===== config.mk =====
export PLATFORM = sky130hd
export DESIGN_NAME = midi_voice_allocator
export DESIGN_NICKNAME = d
export VERILOG_FILES = /design/src/mva_pkg.sv /design/src/midi_voice_allocator.sv /design/src/mva_keymap.sv
export SDC_FILE = /design/constraint.sdc
export NUM_CORES = 1
export LEC_CHECK = 0
export ABC_CLOCK_PERIOD_IN_PS = 8500
export BUFFER_PORTS_ARGS = -buffer_cell sky130_fd_sc_hd__clkbuf_2
export CAP_MARGIN = 20
export CORE_MARGIN = 2
export CORE_UTILIZATION = 45
export DETAILED_ROUTE_END_ITERATION = 16
export GPL_TIMING_DRIVEN = 0
export PLACE_DENSITY = 0.66
export SYNTH_ARGS = -nofsm -noshare
export SYNTH_HDL_FRONTEND = slang
export SYNTH_SLANG_ARGS = --single-unit

===== constraint.sdc =====
create_clock -name clk -period 8.5 [get_ports clk]
set_input_delay 0 -clock clk [delete_from_list [all_inputs] [get_ports clk]]
set_output_delay 0 -clock clk [all_outputs]
set_load 0.01 [all_outputs]

===== src/mva_pkg.sv =====
// Types, codes and constants shared by the MIDI voice allocator files.
package mva_pkg;

	// Voice count limit and register reset value.
	localparam int DEF_MAX_VOICES = 8;
	localparam logic [3:0] POLY_RESET = 4'd8;

	// Key map layout: 128 keys as 16 rows of 8 bits.
	localparam int KEY_ROWS = 16;
	localparam int ROW_AW   = 4;
	localparam int ROW_BITS = 8;

	// Status nibbles that the block handles.
	localparam logic [3:0] STAT_NOTE_OFF = 4'h8;
	localparam logic [3:0] STAT_NOTE_ON  = 4'h9;
	localparam logic [3:0] STAT_CTRL     = 4'hB;
	localparam logic [3:0] STAT_BEND     = 4'hE;

	// Controller numbers.
	localparam logic [6:0] CC_MOD           = 7'h01;
	localparam logic [6:0] CC_DATA_ENTRY    = 7'h06;
	localparam logic [6:0] CC_RPN_LSB       = 7'h64;
	localparam logic [6:0] CC_RPN_MSB       = 7'h65;
	localparam logic [6:0] CC_ALL_NOTES_OFF = 7'h7B;

	// Bend wheel centre and reset range.
	localparam logic signed [14:0] BEND_CENTRE = 15'sd8192;
	localparam logic [6:0] RANGE_RESET = 7'd4;

	typedef enum logic [2:0] {
		ACT_NONE        = 3'd0,
		ACT_START       = 3'd1,
		ACT_LEGATO      = 3'd2,
		ACT_RELEASE     = 3'd3,
		ACT_RELEASE_ALL = 3'd4,
		ACT_CONTROLLER  = 3'd5,
		ACT_NO_VOICE    = 3'd6
	} action_t;

	typedef enum logic [2:0] {
		MSG_NONE,
		MSG_NOTE_ON,
		MSG_NOTE_OFF,
		MSG_CTRL,
		MSG_BEND
	} msg_t;

	typedef enum logic [1:0] {
		FSM_IDLE,
		FSM_EXEC,
		FSM_LEGATO,
		FSM_PUSH
	} fsm_t;

	// Input word, last field in the lowest bits.
	typedef struct packed {
		logic [3:0] pad;
		logic [3:0] byte_count;
		logic [7:0] data_second;
		logic [7:0] data_first;
		logic [7:0] status_byte;
	} in_word_t;

	// Result word, last field in the lowest bits.
	typedef struct packed {
		logic [1:0]         pad;
		logic [6:0]         modulation;
		logic [6:0]         bend_range_out;
		logic signed [14:0] bend_fixed;
		logic [7:0]         released_mask;
		logic [6:0]         velocity;
		logic [6:0]         note_number;
		logic [2:0]         voice;
	} out_word_t;

	// Key map access request.
	typedef struct packed {
		logic                rd_en;
		logic [ROW_AW-1:0]   rd_row;
		logic                wr_en;
		logic [ROW_AW-1:0]   wr_row;
		logic [ROW_BITS-1:0] wr_data;
		logic                clr;
	} km_req_t;

	// Key map response.
	typedef struct packed {
		logic [ROW_BITS-1:0] rd_data;
		logic [KEY_ROWS-1:0] row_any;
	} km_rsp_t;

endpackage


===== src/midi_voice_allocator.sv =====
// The key row of an accepted word is read in idle and written back in the execute state, whose
// result goes to a pending register; a mono note-off moving legato to another key adds a legato
// state using the second read of the highest held row. The push state waits until the output
// register is free, loads it and returns to idle for the next word; the word is held until taken.
// Reset is asynchronous: keys are cleared through the row flags at once, voices are freed,
// controllers take their defaults and polyphony returns to 8; no clearing pass follows.
module midi_voice_allocator #(
	parameter int MAX_VOICES = mva_pkg::DEF_MAX_VOICES
) (
	input  logic        clk,
	input  logic        arst_n,
	// Polyphony register write.
	input  logic        polyphony_wr_en,
	input  logic [3:0]  polyphony_wr_data,
	// Message words in.
	input  logic        s_tvalid,
	output logic        s_tready,
	input  logic [31:0] s_tdata,  // status_byte, data_first, data_second, byte_count
	// Result words out.
	output logic        m_tvalid,
	input  logic        m_tready,
	output logic [55:0] m_tdata,  // voice, note_number, velocity, released_mask,
	                              // bend_fixed, bend_range_out, modulation
	output logic [2:0]  m_tuser   // action
);

	localparam int VW = (MAX_VOICES > 1) ? $clog2(MAX_VOICES) : 1;

	mva_pkg::fsm_t   state_q, state_d;
	mva_pkg::in_word_t in_w;
	mva_pkg::km_req_t km_req;
	mva_pkg::km_rsp_t km_rsp;

	// Decoded message.
	logic [3:0]      dec_nib;
	logic [6:0]      dec_d1, dec_d2;
	mva_pkg::msg_t   dec_kind;
	mva_pkg::msg_t   kind_q;
	logic [6:0]      d1_q, d2_q;

	// Register and controller state.
	logic [3:0]         polyphony_q;
	logic [4:0]         poly_eff;
	logic               mono;
	logic [6:0]         rpn_lsb_q, rpn_msb_q, range_q, mod_q;
	logic signed [14:0] bend_q;
	logic signed [14:0] wheel_off;
	logic signed [22:0] bend_prod;

	// Voice table.
	logic [6:0]            vnote_q [MAX_VOICES];
	logic [6:0]            vvel_q  [MAX_VOICES];
	logic [MAX_VOICES-1:0] vfree_q;
	logic [MAX_VOICES-1:0] busy, hit_all, hit_act, free_act;
	logic                  hit_found, free_found, sel_ok;
	logic [VW-1:0]         hit_idx, free_idx, sel_idx;
	logic [3:0]            sel_w;
	logic [15:0]           mask_w;

	// Key row handling.
	logic [7:0]                   row_new;
	logic [mva_pkg::KEY_ROWS-1:0] any_new;
	logic                         any_held;
	logic [mva_pkg::ROW_AW-1:0]   hi_row;
	logic [mva_pkg::ROW_AW-1:0]   hi_row_q;
	logic                         fwd_q;
	logic [7:0]                   fwd_row_q;
	logic [7:0]                   row_l;
	logic [2:0]                   hi_bit;
	logic [6:0]                   leg_key;

	// Effects and results.
	logic do_on, do_off, do_all, do_leg, legato_go, push;
	mva_pkg::action_t exec_act, res_act_q, out_act_q;
	logic [2:0] exec_voice, res_voice_q;
	logic [6:0] exec_note, exec_vel, res_note_q, res_vel_q;
	logic [7:0] exec_mask, res_mask_q;
	mva_pkg::out_word_t out_word_q;
	logic m_tvalid_q;

	assign in_w = s_tdata;

	// Message decode: absent bytes read as zero, long messages are ignored.
	always_comb begin
		dec_nib = (in_w.byte_count >= 4'd1 && in_w.byte_count <= 4'd4) ?
			in_w.status_byte[7:4] : 4'h0;
		dec_d1  = (in_w.byte_count >= 4'd2) ? in_w.data_first[6:0] : 7'd0;
		dec_d2  = (in_w.byte_count >= 4'd3) ? in_w.data_second[6:0] : 7'd0;
		priority if (dec_nib == mva_pkg::STAT_NOTE_ON && dec_d2 != 7'd0) begin
			dec_kind = mva_pkg::MSG_NOTE_ON;
		end else if (dec_nib == mva_pkg::STAT_NOTE_ON || dec_nib == mva_pkg::STAT_NOTE_OFF) begin
			dec_kind = mva_pkg::MSG_NOTE_OFF;
		end else if (dec_nib == mva_pkg::STAT_CTRL) begin
			dec_kind = mva_pkg::MSG_CTRL;
		end else if (dec_nib == mva_pkg::STAT_BEND) begin
			dec_kind = mva_pkg::MSG_BEND;
		end else begin
			dec_kind = mva_pkg::MSG_NONE;
		end
	end

	// Accepted message.
	always_ff @(posedge clk or negedge arst_n) begin
		if (!arst_n) begin
			kind_q <= mva_pkg::MSG_NONE;
		end else if (s_tvalid && s_tready) begin
			kind_q <= dec_kind;
		end
	end

	always_ff @(posedge clk) begin
		if (s_tvalid && s_tready) begin
			d1_q <= dec_d1;
			d2_q <= dec_d2;
		end
	end

	// Effective polyphony: zero acts as mono, values above the voice count are clipped.
	always_comb begin
		if (polyphony_q == 4'd0) begin
			poly_eff = 5'd1;
		end else if ({1'b0, polyphony_q} > 5'(MAX_VOICES)) begin
			poly_eff = 5'(MAX_VOICES);
		end else begin
			poly_eff = {1'b0, polyphony_q};
		end
	end
	assign mono = (poly_eff == 5'd1);

	// Voice search: voice 0 in mono mode, else reuse the voice holding the note, else the first free one.
	always_comb begin
		hit_found = 1'b0;
		free_found = 1'b0;
		hit_idx = '0;
		free_idx = '0;
		for (int v = 0; v < MAX_VOICES; v++) begin
			busy[v]     = !vfree_q[v];
			hit_all[v]  = busy[v] && (vnote_q[v] == d1_q);
			hit_act[v]  = hit_all[v] && (5'(v) < poly_eff);
			free_act[v] = vfree_q[v] && (5'(v) < poly_eff);
		end
		for (int v = MAX_VOICES - 1; v >= 0; v--) begin
			if (hit_act[v]) begin
				hit_found = 1'b1;
				hit_idx = VW'(v);
			end
			if (free_act[v]) begin
				free_found = 1'b1;
				free_idx = VW'(v);
			end
		end
		priority if (mono) begin
			sel_ok = 1'b1;
			sel_idx = '0;
		end else if (hit_found) begin
			sel_ok = 1'b1;
			sel_idx = hit_idx;
		end else if (free_found) begin
			sel_ok = 1'b1;
			sel_idx = free_idx;
		end else begin
			sel_ok = 1'b0;
			sel_idx = '0;
		end
	end

	// Key row update and the highest row still holding a key.
	always_comb begin
		row_new = km_rsp.rd_data;
		row_new[d1_q[2:0]] = (kind_q == mva_pkg::MSG_NOTE_ON);
		any_new = km_rsp.row_any;
		any_new[d1_q[6:3]] = |row_new;
		any_held = |any_new;
		hi_row = '0;
		for (int r = 0; r < mva_pkg::KEY_ROWS; r++) begin
			if (any_new[r]) begin
				hi_row = mva_pkg::ROW_AW'(r);
			end
		end
	end

	// Highest key within the chosen row.
	always_comb begin
		row_l = fwd_q ? fwd_row_q : km_rsp.rd_data;
		hi_bit = '0;
		for (int b = 0; b < mva_pkg::ROW_BITS; b++) begin
			if (row_l[b]) begin
				hi_bit = 3'(b);
			end
		end
		leg_key = {hi_row_q, hi_bit};
	end

	assign do_on  = (state_q == mva_pkg::FSM_EXEC) && (kind_q == mva_pkg::MSG_NOTE_ON) && sel_ok;
	assign do_off = (state_q == mva_pkg::FSM_EXEC) && (kind_q == mva_pkg::MSG_NOTE_OFF);
	assign do_all = (state_q == mva_pkg::FSM_EXEC) && (kind_q == mva_pkg::MSG_CTRL) &&
		(d1_q == mva_pkg::CC_ALL_NOTES_OFF);
	assign do_leg = (state_q == mva_pkg::FSM_LEGATO);
	assign legato_go = mono && (kind_q == mva_pkg::MSG_NOTE_OFF) && any_held;
	assign push = (state_q == mva_pkg::FSM_PUSH) && (!m_tvalid_q || m_tready);

	// Sequencer state register.
	always_ff @(posedge clk or negedge arst_n) begin
		if (!arst_n) begin
			state_q <= mva_pkg::FSM_IDLE;
		end else begin
			state_q <= state_d;
		end
	end

	// Next state and key map requests.
	always_comb begin
		state_d = state_q;
		s_tready = 1'b0;
		km_req = '0;
		unique case (state_q)
			mva_pkg::FSM_IDLE: begin
				s_tready = 1'b1;
				km_req.rd_en = s_tvalid;
				km_req.rd_row = dec_d1[6:3];
				if (s_tvalid) begin
					state_d = mva_pkg::FSM_EXEC;
				end
			end
			mva_pkg::FSM_EXEC: begin
				km_req.wr_en = (kind_q == mva_pkg::MSG_NOTE_ON) ||
					(kind_q == mva_pkg::MSG_NOTE_OFF);
				km_req.wr_row = d1_q[6:3];
				km_req.wr_data = row_new;
				km_req.clr = do_all;
				km_req.rd_en = legato_go && (hi_row != d1_q[6:3]);
				km_req.rd_row = hi_row;
				state_d = legato_go ? mva_pkg::FSM_LEGATO : mva_pkg::FSM_PUSH;
			end
			mva_pkg::FSM_LEGATO: begin
				state_d = mva_pkg::FSM_PUSH;
			end
			mva_pkg::FSM_PUSH: begin
				if (!m_tvalid_q || m_tready) begin
					state_d = mva_pkg::FSM_IDLE;
				end
			end
			default: begin
				state_d = mva_pkg::FSM_IDLE;
			end
		endcase
	end

	mva_keymap u_keymap (
		.clk    (clk),
		.arst_n (arst_n),
		.req    (km_req),
		.rsp    (km_rsp)
	);

	// The legato row is forwarded when it is the row written in the same cycle.
	always_ff @(posedge clk) begin
		if (state_q == mva_pkg::FSM_EXEC) begin
			hi_row_q  <= hi_row;
			fwd_q     <= (hi_row == d1_q[6:3]);
			fwd_row_q <= row_new;
		end
	end

	// Voice free flags and velocities.
	always_ff @(posedge clk or negedge arst_n) begin
		if (!arst_n) begin
			vfree_q <= '1;
			for (int v = 0; v < MAX_VOICES; v++) begin
				vvel_q[v] <= 7'd0;
			end
		end else begin
			for (int v = 0; v < MAX_VOICES; v++) begin
				if (do_all || (do_off && hit_all[v])) begin
					vfree_q[v] <= 1'b1;
				end else if (do_on && sel_idx == VW'(v)) begin
					vfree_q[v] <= 1'b0;
				end else if (do_leg && v == 0) begin
					vfree_q[v] <= 1'b0;
				end
				if (do_on && sel_idx == VW'(v)) begin
					vvel_q[v] <= d2_q;
				end
			end
		end
	end

	// Voice notes; only meaningful while the voice is busy.
	always_ff @(posedge clk) begin
		for (int v = 0; v < MAX_VOICES; v++) begin
			if (do_on && sel_idx == VW'(v)) begin
				vnote_q[v] <= d1_q;
			end else if (do_leg && v == 0) begin
				vnote_q[v] <= leg_key;
			end
		end
	end

	// Pitch bend: offset wheel times range, floored division by 64.
	assign wheel_off = $signed({1'b0, d2_q, d1_q}) - mva_pkg::BEND_CENTRE;
	assign bend_prod = wheel_off * $signed({1'b0, range_q});

	// Polyphony register and controllers.
	always_ff @(posedge clk or negedge arst_n) begin
		if (!arst_n) begin
			polyphony_q <= mva_pkg::POLY_RESET;
			rpn_lsb_q   <= 7'd0;
			rpn_msb_q   <= 7'd0;
			range_q     <= mva_pkg::RANGE_RESET;
			mod_q       <= 7'd0;
			bend_q      <= '0;
		end else begin
			if (polyphony_wr_en) begin
				polyphony_q <= polyphony_wr_data;
			end
			if (state_q == mva_pkg::FSM_EXEC && kind_q == mva_pkg::MSG_CTRL) begin
				unique case (d1_q)
					mva_pkg::CC_RPN_LSB: rpn_lsb_q <= d2_q;
					mva_pkg::CC_RPN_MSB: rpn_msb_q <= d2_q;
					mva_pkg::CC_MOD:     mod_q <= d2_q;
					mva_pkg::CC_DATA_ENTRY: begin
						if (rpn_lsb_q == 7'd0 && rpn_msb_q == 7'd0) begin
							range_q <= d2_q;
						end
					end
					default: begin
					end
				endcase
			end
			if (state_q == mva_pkg::FSM_EXEC && kind_q == mva_pkg::MSG_BEND) begin
				bend_q <= bend_prod[20:6];
			end
		end
	end

	assign sel_w = 4'(sel_idx);

	// Result of the execute cycle.
	always_comb begin
		exec_act = mva_pkg::ACT_NONE;
		exec_voice = 3'd0;
		exec_note = 7'd0;
		exec_vel = 7'd0;
		mask_w = '0;
		unique case (kind_q)
			mva_pkg::MSG_NOTE_ON: begin
				if (sel_ok) begin
					exec_act = mva_pkg::ACT_START;
					exec_voice = sel_w[2:0];
					exec_note = d1_q;
					exec_vel = d2_q;
				end else begin
					exec_act = mva_pkg::ACT_NO_VOICE;
				end
			end
			mva_pkg::MSG_NOTE_OFF: begin
				exec_act = mva_pkg::ACT_RELEASE;
				mask_w = 16'(hit_all);
			end
			mva_pkg::MSG_CTRL: begin
				if (d1_q == mva_pkg::CC_ALL_NOTES_OFF) begin
					exec_act = mva_pkg::ACT_RELEASE_ALL;
					mask_w = 16'(busy);
				end else begin
					exec_act = mva_pkg::ACT_CONTROLLER;
				end
			end
			mva_pkg::MSG_BEND: begin
				exec_act = mva_pkg::ACT_CONTROLLER;
			end
			mva_pkg::MSG_NONE: begin
			end
			default: begin
			end
		endcase
		exec_mask = mask_w[7:0];
	end

	// Pending result; a legato move overrides the voice fields and keeps the mask.
	always_ff @(posedge clk) begin
		if (state_q == mva_pkg::FSM_EXEC) begin
			res_act_q   <= exec_act;
			res_voice_q <= exec_voice;
			res_note_q  <= exec_note;
			res_vel_q   <= exec_vel;
			res_mask_q  <= exec_mask;
		end else if (do_leg) begin
			res_act_q   <= mva_pkg::ACT_LEGATO;
			res_voice_q <= 3'd0;
			res_note_q  <= leg_key;
			res_vel_q   <= vvel_q[0];
		end
	end

	// Output register: holds a word until the far side takes it.
	always_ff @(posedge clk or negedge arst_n) begin
		if (!arst_n) begin
			m_tvalid_q <= 1'b0;
		end else if (push) begin
			m_tvalid_q <= 1'b1;
		end else if (m_tready) begin
			m_tvalid_q <= 1'b0;
		end
	end

	always_ff @(posedge clk) begin
		if (push) begin
			out_act_q                 <= res_act_q;
			out_word_q.pad            <= '0;
			out_word_q.voice          <= res_voice_q;
			out_word_q.note_number    <= res_note_q;
			out_word_q.velocity       <= res_vel_q;
			out_word_q.released_mask  <= res_mask_q;
			out_word_q.bend_fixed     <= bend_q;
			out_word_q.bend_range_out <= range_q;
			out_word_q.modulation     <= mod_q;
		end
	end

	assign m_tvalid = m_tvalid_q;
	assign m_tdata  = out_word_q;
	assign m_tuser  = out_act_q;

endmodule


===== src/mva_keymap.sv =====
// Held-key map: a 16 x 8 synchronous memory with a per-row occupancy flag.
module mva_keymap (
	input  logic              clk,
	input  logic              arst_n,
	input  mva_pkg::km_req_t  req,
	output mva_pkg::km_rsp_t  rsp
);

	logic [mva_pkg::ROW_BITS-1:0] mem [mva_pkg::KEY_ROWS];
	logic [mva_pkg::ROW_BITS-1:0] rd_data_q;
	logic                         rd_any_q;
	logic [mva_pkg::KEY_ROWS-1:0] row_any_q;

	// Memory array: one write and one registered read per cycle.
	always_ff @(posedge clk) begin
		if (req.wr_en) begin
			mem[req.wr_row] <= req.wr_data;
		end
		if (req.rd_en) begin
			rd_data_q <= mem[req.rd_row];
		end
	end

	// A row whose flag is clear reads as empty, so reset and all-notes-off need no sweep.
	always_ff @(posedge clk or negedge arst_n) begin
		if (!arst_n) begin
			row_any_q <= '0;
			rd_any_q  <= 1'b0;
		end else begin
			if (req.clr) begin
				row_any_q <= '0;
			end else if (req.wr_en) begin
				row_any_q[req.wr_row] <= |req.wr_data;
			end
			if (req.rd_en) begin
				rd_any_q <= row_any_q[req.rd_row];
			end
		end
	end

	assign rsp.rd_data = rd_any_q ? rd_data_q : '0;
	assign rsp.row_any = row_any_q;

endmodule


Yosys cells after proc, flatten, opt, wreduce, memory -nomap -nowiden --
Memories as Yosys holds them, arrays and structs flattened. A register that Yosys moved wholly into a read port is not among the register bits. Cells that the tools add are included.
Storage, ports and cells: flip-flop bits (word level) 197, memory bits (writable) 184, output and inout bits 61, word-level logic and storage cells 381, memories kept 2
Cells by class: add/subtract/negate cells 1, $mul 1, order comparisons 20, equality and inequality tests 36, muxes and demuxes 172, bitwise operators 1, reduce and logical (&&, ||, !) cells 109
Memory list:
- u_keymap.mem | depth 16, width 8, rd ports 1, clocked after Yosys merged registers in 1, wr ports 1, line mva_keymap.sv:9 | logic [mva_pkg::ROW_BITS-1:0] mem [mva_pkg::KEY_ROWS];
- vnote_q | depth 8, width 7, rd ports 8, clocked after Yosys merged registers in 0, wr ports 1, line midi_voice_allocator.sv:51 | logic [6:0] vnote_q [MAX_VOICES];
Operators by type and width (number):
- 3-bit 2-to-1 mux | 43
- 7-bit 2-to-1 mux | 18
- 1-bit 2-to-1 mux | 75
- 4-bit 2-to-1 mux | 17
- 1-bit logical AND | 57
- 7-bit == test | 8
- 7-bit OR reduction | 7
- 16-bit bitwise mux | 2
- 16-bit 2-to-1 mux | 2
- 8-bit 2-to-1 mux | 3
- 7-bit == test (second input constant) | 3
- 15-bit by 8-bit multiplier with 21-bit output | 1
- 3-bit by 5-bit less-than comparator with 1-bit output (first input constant) | 4
- 2-bit nonzero test | 10
- 4-bit == test (second input constant) | 4
- 8-bit case mux with 2 select lines | 1
- 16-bit OR reduction | 1
- 8-bit OR reduction | 2
- 3-bit == test (second input constant) | 5
- 4-bit by 5-bit less-than comparator with 1-bit output (second input constant) | 3
- 14-bit by 14-bit subtractor with 15-bit output (second input constant) | 1
- 7-bit logical NOT | 2
- 14-bit 2-to-1 mux | 1
- 3-bit by 2-bit == test with 1-bit output (second input constant) | 4
- other kinds (36) | 66

Depth between registers and ports, before layout --
word-level depth 28, gate-level depth with buffers 23

Hierarchy --
Synthesis repeated with hierarchy kept, for this count alone.
Second synthesis, totals: cell total of the unflattened synthesis 1549, area total of the unflattened synthesis 20324.5 um2
By module, submodules not included:
- midi_voice_allocator | times used 1, cells each 1269, area each 14213.6 um2, seq. area each 6729.0 um2
- mva_keymap | times used 1, cells each 280, area each 6110.9 um2, seq. area each 4509.3 um2

Worst setup path after synthesis --
OpenSTA, ideal clock, no wires.
path kind register to register, start register d1_q[3], end register bend_q[13], arrival 6.048 ns, data required time 8.365 ns, setup slack 2.317 ns, cell stages (with the launch flop) 23, cell sequence edfxtp_1 buf_2 buf_2 clkbuf_1 buf_1 clkbuf_1 nand2_1 fa_1 fa_1 inv_1 fa_1 fa_1 ha_1 and4_1 a211oi_1 o21ai_0 a211oi_1 a21oi_1 a211oi_1 o21bai_1 a21oi_1 xor2_1 o21ai_0
On the way: word-level cells in the longest chain between the ends 2
Ends and longest elaborated chain:
- from (decl) | line midi_voice_allocator.sv:39 | logic [6:0] d1_q, d2_q;
- from (signal assigned) | line midi_voice_allocator.sv:113 | d1_q <= dec_d1;
- 14-bit by 14-bit subtractor with 15-bit output | line midi_voice_allocator.sv:300 | assign wheel_off = $signed({1'b0, d2_q, d1_q}) - mva_pkg::BEND_CENTRE;
- 15-bit by 8-bit multiplier with 21-bit output | line midi_voice_allocator.sv:301 | assign bend_prod = wheel_off * $signed({1'b0, range_q});
- to (signal assigned) | line midi_voice_allocator.sv:331 | bend_q <= bend_prod[20:6];
- to (decl) | line midi_voice_allocator.sv:46 | logic signed [14:0] bend_q;
No other way between the ends. A chain may end at the register's enable or synchronous reset.

Worst setup path in the final report --
Same ends and word-level chain as after synthesis.

==> summary.log <==
qor: status.run_status finished, final reports clean
qor: yosys.synth.ff_latch_count 388
qor: cells_and_area.fillers 3922
qor: worst_hold_path.holdCritPathClass in -> async
qor: route.route.detailed.drc 0
qor: yosys.yosys-mux-area-fraction 8.30%
qor: setup_path.worst-r2r-setup-slack 0.57 ns
qor: setup_path.critPathMostFrequentCell sky130_fd_sc_hd__fa_1
qor: timing.final_period_minus_worst_setup_slack 7.93 ns
qor: setup_path.crit_required 8.94 ns
qor: grt.grt_pass1_wl 77.0 mm
qor: yosys.synth.distinct_cells 80
qor: setup_path.cp_max_stage_delay 0.55 ns
qor: floorplan.coreArea 0.0453 sq mm
qor: yosys.syn-instance-count 1668
qor: timing.count_of_final_setup_violators 0
qor: placed_design.finalWeightedCongestion 0.919
qor: setup_path.crit_path_start d1_q[3]
qor: pwr.power_leakage 9.54 nW
qor: setup_path.critical_path_class reg -> reg
qor: route.routed_wire_length_per_instance 20.2 um
qor: timing.fin_worst_hold_slack 0.0664 ns
qor: setup_path.r2r_end bend_q[13]
qor: cts.max-clock-path-buffers 3
qor: yosys.ys_async_sr_fraction 21.9%
qor: yosys.xor_xnor_portion_of_the_synthesized_cell_area 3.41%
qor: yosys.post_synth_main_area_contributors sky130_fd_sc_hd__edfxtp_1 (44%), sky130_fd_sc_hd__dfrtp_1 (9.1%), sky130_fd_sc_hd__fa_1 (7.1%)
qor: route.drtAntennaViolNets 0
qor: setup_path.worst_setup_path_start_kind register
qor: yosys.synth_enable_flop_cells 303
qor: cells_and_area.layout-area-overhead-vs-synth 14.9%
qor: yosys.simple_gate_area_share_of_the_yosys_netlist 11.9%
qor: cells_and_area.n_antenna_cell 0
qor: floorplan.top_level_ports 102
qor: timing.finalHoldViolations 0
qor: cts.tritoncts.num_buffers 43
qor: grt.grt_start_max_net_pins 51
qor: cts.clk_pin_slew_worst_paths 0.06 ns
qor: grt.global_route.usage.total 21.3%
qor: pwr.worst_ir_drop_vdd 260 uV
qor: timing.max_freq 126 MHz
qor: cells_and_area.post_route_cells_drive_above_1_share 15.1%
qor: setup_path.worstPathBufferInverterCount 6
qor: timing.slew_headroom 28.4%
qor: cts.cts_tree yes
qor: yosys.synth_top_flop_cell sky130_fd_sc_hd__edfxtp_1
qor: cts.cts-root-buf sky130_fd_sc_hd__clkbuf_16
qor: route.totalWireLength 50.2 mm
qor: timing.totalNegativeSetupSlack 0 ns
qor: yosys.synth_top_family_by_area simple AND/OR/NAND/NOR gates
qor: yosys.yosysWarningCount 0
qor: grt.grt_remaining_overflow 0
qor: cells_and_area.final-instance-count-excl-fill 2483
qor: floorplan.initial_core_util 45.4%
qor: job.cap_violations 0
qor: placed_design.dp.cells 2362
qor: timing.grt_setup_unrepaired no
qor: setup_path.path_delay_family adder cells
qor: cts.cts.repair.resized 0
qor: setup_path.crit_path_end bend_q[13]
qor: cts.clock_insertion_delay_worst_skew 0.58 ns
qor: route.routed-via-count 13600
qor: timing.min_period_over_period 93.4%
qor: cts.post_cts_setup_inserts 0
qor: placed_design.port_buffers 89
qor: grt.antenna_found_initial 0
qor: floorplan.die_w 218 um
qor: cells_and_area.multi_input_area 0.00846 sq mm
qor: pwr.post_layout_power 6.77 mW
qor: cells_and_area.sequential_cell_area 0.0112 sq mm
qor: setup_path.path_max_fanout 10
qor: yosys.synth_top_cell_by_area sky130_fd_sc_hd__edfxtp_1
qor: yosys.yosys.area.top_type_share 44.2%
qor: yosys.syn_area_per_cell 12.3 sq um
qor: cts.cts-htree-levels 2
qor: cts.clock_sink_count 388
qor: cells_and_area.nets 2005
qor: setup_path.worst_path_max_delay_cell sky130_fd_sc_hd__clkbuf_1
qor: setup_path.end_kind register
qor: setup_path.worst_r2r_startpoint d1_q[3]
qor: setup_path.cells_along_the_critical_path buf_2, buf_2, clkbuf_1, buf_1, clkbuf_1, nand2_1, fa_1, fa_1, inv_1, fa_1, fa_1, ha_1, and4_1, a211oi_1, o21ai_0, a211oi_1, a21oi_1, a211oi_1, o21bai_1, a21oi_1, xor2_1, o21ai_0
qor: setup_path.depth_of_the_most_critical_reg_to_reg_path 22
qor: yosys.synth_compound_area_share 7.70%
qor: yosys.synthesis.area 0.0206 sq mm
qor: floorplan.fp.dieArea 0.0474 sq mm
qor: placed_design.dp_hpwl 35.8 mm
qor: floorplan.die_y 218 um
qor: yosys.synth_sequential_area_ratio 54.6%
qor: route.detail_route.vias_per_cell 5.48
qor: timing.final_max_slew_viol_count 0
qor: timing.timing.clock.skew 0.0168 ns
qor: timing.worst_tran_pin_value 1.07 ns
qor: pwr.power.density 286 mW/mm^2
qor: yosys.synth_fa_ha_area_share 9.72%
qor: setup_path.cp_data_arrival_time 8.38 ns
qor: route.detail_route.first_pass.iterations 5
qor: floorplan.fp-row-count 78
qor: route.drt_iter0_drc 1127
qor: grt.via_count_of_the_first_global_routing_pass 13300
qor: setup_path.path_depth 22
-- kinds of logic after synthesis --
logic type               count (synthesis)
adder cells (fa/ha/maj)                116
XOR/XNOR                                80
flip-flops                             388
AND/OR/NAND/NOR                        481
multiplexers                           160
buffers and inverters                  206
AO/OA/AOI/OAI                          236
other                                    1
-- worst min-delay path by stage --
stage                          from        endpoint  slack, ns
6_report                     arst_n      bend_q[10]       0.07
5_1_grt                 s_tdata[27]         d2_q[0]       0.09
4_1_cts                 s_tdata[27]         d2_q[0]       0.06
3_5_place_dp                 arst_n        mod_q[3]       0.15
3_3_place_gp   polyphony_wr_data[3]  polyphony_q[3]       0.22
2_1_floorplan                arst_n       bend_q[0]      -0.30
-- final cells by class --
| cell class | count | area share, % |
|---|---|---|
| Buffer | 88 | 1.85 |
| Clock buffer | 49 | 4.73 |
| Clock inverter | 31 | 1.15 |
| Inverter | 118 | 1.87 |
| Multi-Input combinational cell | 1075 | 35.8 |
| Sequential cell | 388 | 47.5 |
| Tap cell | 600 | 3.18 |
| Timing Repair Buffer | 134 | 3.92 |
-- flip-flops by register name, summed over array words and instances, names as in the netlist, 8 cells and up --
name	count
res_mask_q	8
m_tdata	54
vfree_q	8
u_keymap.row_any_q	16
vnote_q	56
bend_q	15
u_keymap.mem	128
u_keymap.rd_data_q	8
-- report_power, final --
| group | switching [mW] | leakage (nW) | internal [mW] |
|---|---|---|---|
| logic | 1.39 | 4.88 | 0.865 |
| clock network | 0.775 | 0.688 | 1.05 |
| registers | 0.184 | 3.97 | 2.50 |
-- placed cells by master, fill, tap and decap left out, types with 8 or more instances in the layout --
cell	Yosys	layout
sky130_fd_sc_hd__a211oi_1	9	9
sky130_fd_sc_hd__a21oi_1	37	37
sky130_fd_sc_hd__a22o_1	13	13
sky130_fd_sc_hd__a31oi_1	8	8
sky130_fd_sc_hd__and2_1	89	88
sky130_fd_sc_hd__buf_2	20	21
sky130_fd_sc_hd__buf_6	9	9
sky130_fd_sc_hd__clkbuf_1	49	53
sky130_fd_sc_hd__clkbuf_16	0	43
sky130_fd_sc_hd__clkbuf_2	0	88
sky130_fd_sc_hd__clkinv_1	1	11
sky130_fd_sc_hd__clkinv_2	0	9
sky130_fd_sc_hd__dfrtp_1	75	75
sky130_fd_sc_hd__dfstp_2	10	10
sky130_fd_sc_hd__dlygate4sd3_1	0	39
sky130_fd_sc_hd__edfxtp_1	303	303
sky130_fd_sc_hd__fa_1	73	73
sky130_fd_sc_hd__ha_1	43	43
sky130_fd_sc_hd__inv_1	117	117
sky130_fd_sc_hd__mux2_2	51	51
sky130_fd_sc_hd__mux2_4	8	8
sky130_fd_sc_hd__mux2i_1	99	99
sky130_fd_sc_hd__nand2_1	109	109
sky130_fd_sc_hd__nand2b_1	19	19
sky130_fd_sc_hd__nand3_1	27	27
sky130_fd_sc_hd__nor2_1	104	104
sky130_fd_sc_hd__nor2b_1	28	28
sky130_fd_sc_hd__nor3_1	43	43
sky130_fd_sc_hd__nor4_1	19	19
sky130_fd_sc_hd__o211ai_1	12	12
sky130_fd_sc_hd__o21ai_0	70	70
sky130_fd_sc_hd__o221ai_1	8	8
sky130_fd_sc_hd__o22ai_1	15	15
sky130_fd_sc_hd__xnor2_1	18	18
sky130_fd_sc_hd__xor2_1	62	62
-- synth_stat cells (18+ instances only) --
master / count
sky130_fd_sc_hd__a21oi_1: 37
sky130_fd_sc_hd__and2_1: 89
sky130_fd_sc_hd__buf_2: 20
sky130_fd_sc_hd__clkbuf_1: 49
sky130_fd_sc_hd__dfrtp_1: 75
sky130_fd_sc_hd__edfxtp_1: 303
sky130_fd_sc_hd__fa_1: 73
sky130_fd_sc_hd__ha_1: 43
sky130_fd_sc_hd__inv_1: 117
sky130_fd_sc_hd__mux2_2: 51
sky130_fd_sc_hd__mux2i_1: 99
sky130_fd_sc_hd__nand2_1: 109
sky130_fd_sc_hd__nand2b_1: 19
sky130_fd_sc_hd__nand3_1: 27
sky130_fd_sc_hd__nor2_1: 104
sky130_fd_sc_hd__nor2b_1: 28
sky130_fd_sc_hd__nor3_1: 43
sky130_fd_sc_hd__nor4_1: 19
sky130_fd_sc_hd__o21ai_0: 70
sky130_fd_sc_hd__xnor2_1: 18
sky130_fd_sc_hd__xor2_1: 62
-- metal layers --
layer,global-route usage [%],vias to the layer above,wire length [um]
li1,-,6285,-
met1,29.7,6819,22300
met2,33.7,424,23400
met3,3.40,76,2930
met4,8.05,0,1550
met5,0,-,0
-- per-stage QoR --
| stage | area (sq um) | utilization (%) | worst slack (ns) |
|---|---|---|---|
| finish | 23600 | 52.2 | 0.565 |
| global route | 23600 | 52.2 | 0.240 |
| CTS | 23600 | 52.1 | 0.683 |
| detailed placement | 21800 | 48.2 | 0.719 |
| global placement | 21800 | 48.1 | 0.756 |
| floorplan | 20600 | - | 2.32 |
-- repair_timing --
| action | 4_1_cts | 5_1_grt |
|---|---|---|
| hold buffers | 39 | 0 |
| endpoints found under the hold margin | 73 | 0 |
| setup endpoints to repair | 0 | 0 |
Power figures use the tool's default switching activity.
